[src/rtl/core/tes_pkg.sv]
// Shared types, codes and write-decode tables for the tick event sequencer.
`default_nettype none
package tes_pkg;

  typedef enum logic [1:0] {
    KIND_TICK    = 2'd0,
    KIND_LOAD    = 2'd1,
    KIND_PAUSE   = 2'd2,
    KIND_RESTART = 2'd3
  } kind_t;

  typedef enum logic [2:0] {
    STEP_IDLE  = 3'd0,
    STEP_FETCH = 3'd1,
    STEP_WAIT  = 3'd2,
    STEP_EMIT  = 3'd3,
    STEP_FLUSH = 3'd4
  } step_t;

  typedef enum logic [2:0] {
    COND_TICK_GO    = 3'd0,
    COND_RUN_OUT    = 3'd1,
    COND_LATE       = 3'd2,
    COND_EMIT_DONE  = 3'd3,
    COND_FLUSH_DONE = 3'd4
  } cond_t;

  typedef struct packed {
    logic accept;
    logic read;
    logic clear_k;
    logic emit;
    logic flush;
  } act_t;

  typedef struct packed {
    cond_t cond;
    step_t tgt_t;
    step_t tgt_f;
    act_t  act;
  } cword_t;

  typedef struct packed {
    logic tick_go;
    logic run_out;
    logic late;
    logic emit_done;
    logic flush_done;
  } status_t;

  typedef struct packed {
    logic [7:0] addr;
    logic [7:0] data;
  } wr_t;

  localparam logic [7:0] D_VOL_FULL = 8'hF0;
  localparam logic [7:0] D_DUTY     = 8'h80;
  localparam logic [7:0] D_WAVE_LEN = 8'hF1;
  localparam logic [7:0] D_WAVE_LVL = 8'h6F;
  localparam logic [7:0] D_NOISE    = 8'h20;
  localparam logic [7:0] D_ZERO     = 8'h00;
  localparam logic [7:0] D_TRIG     = 8'h80;
  localparam logic [2:0] HI_MASK    = 3'h7;

  localparam logic [1:0] CH_PULSE1 = 2'd0;
  localparam logic [1:0] CH_PULSE2 = 2'd1;
  localparam logic [1:0] CH_WAVE   = 2'd2;
  localparam logic [1:0] CH_NOISE  = 2'd3;

  function automatic cword_t ucode(input step_t s);
    cword_t w;
    w = '{cond: COND_TICK_GO, tgt_t: STEP_IDLE, tgt_f: STEP_IDLE, act: '0};
    case (s)
      STEP_IDLE: begin
        w.cond = COND_TICK_GO;  w.tgt_t = STEP_FETCH; w.tgt_f = STEP_IDLE;
        w.act.accept = 1'b1;
      end
      STEP_FETCH: begin
        w.cond = COND_RUN_OUT;  w.tgt_t = STEP_FLUSH; w.tgt_f = STEP_WAIT;
        w.act.read = 1'b1;
      end
      STEP_WAIT: begin
        w.cond = COND_LATE;     w.tgt_t = STEP_FLUSH; w.tgt_f = STEP_EMIT;
        w.act.clear_k = 1'b1;
      end
      STEP_EMIT: begin
        w.cond = COND_EMIT_DONE; w.tgt_t = STEP_FETCH; w.tgt_f = STEP_EMIT;
        w.act.emit = 1'b1;
      end
      STEP_FLUSH: begin
        w.cond = COND_FLUSH_DONE; w.tgt_t = STEP_IDLE; w.tgt_f = STEP_FLUSH;
        w.act.flush = 1'b1;
      end
      default: begin
        w.cond = COND_FLUSH_DONE; w.tgt_t = STEP_IDLE; w.tgt_f = STEP_IDLE;
      end
    endcase
    return w;
  endfunction

  function automatic logic [2:0] wr_count(input logic [1:0] ch, input logic on);
    logic [2:0] n;
    if (on) n = 3'd4;
    else if (ch == CH_WAVE) n = 3'd0;
    else n = 3'd1;
    return n;
  endfunction

  function automatic wr_t wr_decode(input logic [1:0] ch, input logic on,
                                    input logic [1:0] k, input logic [7:0] lo,
                                    input logic [2:0] fhi);
    wr_t w;
    logic [7:0] hi;
    logic [7:0] base;
    hi = D_TRIG | {5'd0, fhi & HI_MASK};
    w = '{addr: 8'h00, data: D_ZERO};
    case (ch)
      CH_PULSE1: base = 8'h11;
      CH_PULSE2: base = 8'h16;
      CH_WAVE:   base = 8'h20;
      default:   base = 8'h1B;
    endcase
    if (!on) begin
      case (ch)
        CH_PULSE1: w.addr = 8'h12;
        CH_PULSE2: w.addr = 8'h17;
        default:   w.addr = 8'h1C;
      endcase
      w.data = D_ZERO;
    end else begin
      case (ch)
        CH_PULSE1, CH_PULSE2: begin
          case (k)
            2'd0: w = '{addr: base + 8'd1, data: D_VOL_FULL};
            2'd1: w = '{addr: base,        data: D_DUTY};
            2'd2: w = '{addr: base + 8'd2, data: lo};
            default: w = '{addr: base + 8'd3, data: hi};
          endcase
        end
        CH_WAVE: begin
          case (k)
            2'd0: w = '{addr: base,        data: D_ZERO};
            2'd1: w = '{addr: base + 8'd1, data: D_WAVE_LEN};
            2'd2: w = '{addr: base + 8'd2, data: D_WAVE_LVL};
            default: w = '{addr: base + 8'd3, data: D_TRIG};
          endcase
        end
        default: begin
          case (k)
            2'd0: w = '{addr: base,        data: D_ZERO};
            2'd1: w = '{addr: base + 8'd1, data: D_NOISE};
            2'd2: w = '{addr: base + 8'd2, data: lo};
            default: w = '{addr: base + 8'd3, data: hi};
          endcase
        end
      endcase
    end
    return w;
  endfunction

endpackage
`default_nettype wire

[src/rtl/core/tes_seq.sv]
// Microcode sequencer: step counter, control ROM and conditional jumps.
`default_nettype none
module tes_seq (
  input  wire              clk,
  input  wire              rst_n,
  input  tes_pkg::status_t status,
  output tes_pkg::act_t    act,
  output tes_pkg::step_t   step
);

  tes_pkg::step_t  step_r;
  tes_pkg::step_t  step_nxt;
  tes_pkg::cword_t cw;
  logic            take;

  assign cw   = tes_pkg::ucode(step_r);
  assign step = step_r;

  always_comb begin
    case (cw.cond)
      tes_pkg::COND_TICK_GO:    take = status.tick_go;
      tes_pkg::COND_RUN_OUT:    take = status.run_out;
      tes_pkg::COND_LATE:       take = status.late;
      tes_pkg::COND_EMIT_DONE:  take = status.emit_done;
      tes_pkg::COND_FLUSH_DONE: take = status.flush_done;
      default:                  take = 1'b1;
    endcase
    step_nxt = take ? cw.tgt_t : cw.tgt_f;
  end

  always_comb begin
    act = cw.act;
  end

  always_ff @(posedge clk) begin
    if (!rst_n) step_r <= tes_pkg::STEP_IDLE;
    else step_r <= step_nxt;
  end

endmodule
`default_nettype wire

[config.mk]
export PLATFORM = sky130hd
export DESIGN_NAME = tes_seq
export DESIGN_NICKNAME = d
export VERILOG_FILES = /design/src/rtl/core/tes_pkg.sv /design/src/rtl/core/tes_seq.sv
export SDC_FILE = /design/constraint.sdc
export NUM_CORES = 1
export LEC_CHECK = 0
export ABC_CLOCK_PERIOD_IN_PS = 1240
export BUFFER_PORTS_ARGS = -buffer_cell sky130_fd_sc_hd__buf_4
export CORE_AREA = 8 8 45 47
export CTS_CLUSTER_DIAMETER = 120
export CTS_CLUSTER_SIZE = 14
export DETAILED_ROUTE_END_ITERATION = 10
export DIE_AREA = 0 0 53 55
export PLACE_DENSITY = 0.47
export SYNTH_ARGS = -nofsm -noshare
export SYNTH_HDL_FRONTEND = slang
export SYNTH_SLANG_ARGS = --single-unit
[constraint.sdc]
create_clock -name clk -period 1.24 [get_ports clk]
set_input_delay 0 -clock clk [delete_from_list [all_inputs] [get_ports clk]]
set_output_delay 0 -clock clk [all_outputs]
set_load 0.005 [all_outputs]
==> out/qor.tcl <==
set qor(row_count) 14
set qor(place_hpwl_um) 512
set qor(setup.worst_path.class) {flip-flop to output port}
set qor(fin_tns_setup_ns) 0
set qor(die_y_um) 55
set qor(postRouteWirelength_um) 636
set qor(irDropWorstVdd_mv) 0.257
set qor(cts-root-buf) {sky130_fd_sc_hd__clkbuf_4}
set qor(crit_path_max_delay_cell_type) {sky130_fd_sc_hd__dfxtp_2}
set qor(synth.net_count) 39
set qor(finalHoldViolCount) 0
set qor(yosys-mux-area-fraction_pct) 0
set qor(cts_htree_levels) 1
set qor(cpLargestDelayFamily) {flip-flops}
set qor(yosys_register_bits) 3
set qor(cts_post_setup_buffers_inserted) 0
set qor(nets) 52
set qor(num_vias) 242
set qor(drt-initial-drc-count) 6
set qor(post_synth.cell_area_avg_um2) 8.25
set qor(layout_min_cycle_time_ns) 1.11
set qor(post_synth_xor_area_fraction_pct) 0
set qor(grt_antenna_before_repair) 0
set qor(clk_pin_slew_worst_paths_ns) 0.04
set qor(final_common_cell) {sky130_fd_sc_hd__buf_4}
set qor(clk_path_buf_depth) 2
set qor(synth_top_family_by_area) {simple AND/OR/NAND/NOR gates}
set qor(grt_setup_unrepaired) {no}
set qor(worst_skew_pair.late_latency_ns) 0.23
set qor(path_cells) {buf_4 > nor3b_1 > buf_4}
set qor(synth_sequential_area_ratio_pct) 22.7
set qor(routed_antenna_nets) 0
set qor(layout-drive-gt1-share_pct) 54.5
set qor(vias_per_cell) 4.03
set qor(outcome) {finished, final reports clean}
set qor(cts-buffers-inserted) 3
set qor(first_global_vias) 216
set qor(crit_path_end_kind) {output port}
set qor(pwr_density_cell_mw_per_mm2) 989
set qor(netlist_instances) 32
set qor(setup_viol_count_final) 0
set qor(drtPass1Iterations) 4
set qor(globalRouteTotalUtil_pct) 4.69
set qor(layout.cells.most_common_list) {sky130_fd_sc_hd__buf_4, sky130_fd_sc_hd__nand2_1, sky130_fd_sc_hd__clkbuf_4}
set qor(skew_ns) 0.00247
set qor(cpPeakStageDelay_ns) 0.36
set qor(gp_routability_congestion) 0.761
set qor(num_io_pins) 15
set qor(drc) 0
set qor(syn2layout_area_growth_pct) 39.8
set qor(fin_util_pct) 26.7
set qor(die-area_mm2) 0.00292
set qor(worst_min_delay_path_category) {input pin to flip-flop}
set qor(mappedNetlistArea_um2) 264
set qor(slew_headroom_pct) 86.6
set qor(route.detailed.wl_per_inst_um) 10.6
set qor(area_of_placed_instances_um2) 340
set qor(total_of_cells_resized_after_clock_tree_synthesis) 1
set qor(crit_required_ns) 1.24
set qor(final-max-slew-violation-count) 0
set qor(cts_hold_buffers) 0
set qor(clock_sinks) 3
set qor(overflow) 0
set qor(transition_time_at_the_pin_with_the_least_slew_margin_ns) 0.201
set qor(ys_types) 20
set qor(path_common_cell) {sky130_fd_sc_hd__buf_4}
set qor(filler_cell_count) 168
set qor(worstSetupStartpointType) {flip-flop}
set qor(synth_fa_ha_area_share_pct) 0
set qor(cp_num_buf_inv) 2
set qor(antenna_cells) 0
set qor(synth-warning-count) 0
set qor(timing.max_cap.violations) 0
set qor(synth-simple-area-share_pct) 37.4
set qor(fp.dieW_um) 53
set qor(buffer_ports.inserted) 14
set qor(critical_path_arrival_ns) 1.11
set qor(start_util_pct) 19.1
set qor(post-route-cell-area_um2) 369
set qor(worst-path-max-fanout) 6
set qor(largest_register_ff_count) 3
set qor(first_pass_grt_wire_length_um) 903
set qor(leakage_nw) 0.177
set qor(cts_tree) {done}
set qor(core-area_mm2) 0.00138
set qor(grt_start_max_net_pins) 12
set qor(max_freq_mhz) 898
set qor(synth_area_in_compound_gates_pct) 15.6
set qor(fin_crit_share_pct) 89.8
cell usage after synthesis (all sizes together):
master   count  area, um^2
nor2         1        3.75
a2bb2oi      1        8.76
nand2        3        11.3
nand2b       2        12.5
nor3b        2        20.0
and3b        1        8.76
a22oi        1        12.5
buf          7        56.3
a21oi        2        10.0
inv          2        7.51
nor3         2        15.0
nand3b       1        7.51
o21ai        2        10.0
nor2b        2        20.0
dfxtp        3        60.1
routing by layer:
metal	global-route usage, %	vias up	part of all wire [%]
met5	0	-	0
met4	7.76	0	0
met3	3.21	0	13
met2	6.64	9	53
met1	3.33	106	34
li1	-	127	-
final timing paths:
kind | startpoint | to | slack [ns] | depth (start not counted)
max reg2reg | step[1] | step[1] | 0.31 | 4
max | step[1] | act[2] | 0.13 | 3
min | status[4] | step[0] | 0.02 | 3
min reg2reg | step[1] | step[0] | 0.52 | 2
logic make-up after synthesis:
group	count (synthesis)
AND/OR/NAND/NOR	14
buffers and inverters	9
AO/OA/AOI/OAI	6
flip-flops	3
worst reg2reg max path, stage by stage, from the launching register on:
cell	delay, ns
sky130_fd_sc_hd__dfxtp_2	0.36
sky130_fd_sc_hd__buf_4	0.17
sky130_fd_sc_hd__nor2b_4	0.05
sky130_fd_sc_hd__a22oi_2	0.18
sky130_fd_sc_hd__nor3_2	0.06
cell type report:
type	count	area, um^2	share of cell area [%]
clock buffer	4	26.3	7.12
multi-input combinational	20	140	38.0
inverter	2	7.51	2.03
sequential	3	62.6	16.9
timing repair buffer	15	113	30.5
tap	16	20.0	5.42
through the flow:
step	total power, mW	cells	hold slack, ns	setup slack (ns)
detailed placement	0.196	56	0.256	0.187
finish	0.365	60	0.0190	0.126
global placement	0.196	56	0.258	0.210
floorplan	0.169	32	0.136	0.327
CTS	0.377	60	0.0121	0.0166
global route	0.395	60	0.0323	0.0417
where the power goes:
| part | internal (mW) | switching [mW] | total, mW |
|---|---|---|---|
| logic | 0.0500 | 0.0287 | 0.0787 |
| registers | 0.103 | 0.0115 | 0.115 |
| clock network | 0.121 | 0.0508 | 0.171 |
| total | 0.274 | 0.0910 | 0.365 |
Note: power is estimated with default switching activity, not from simulation.
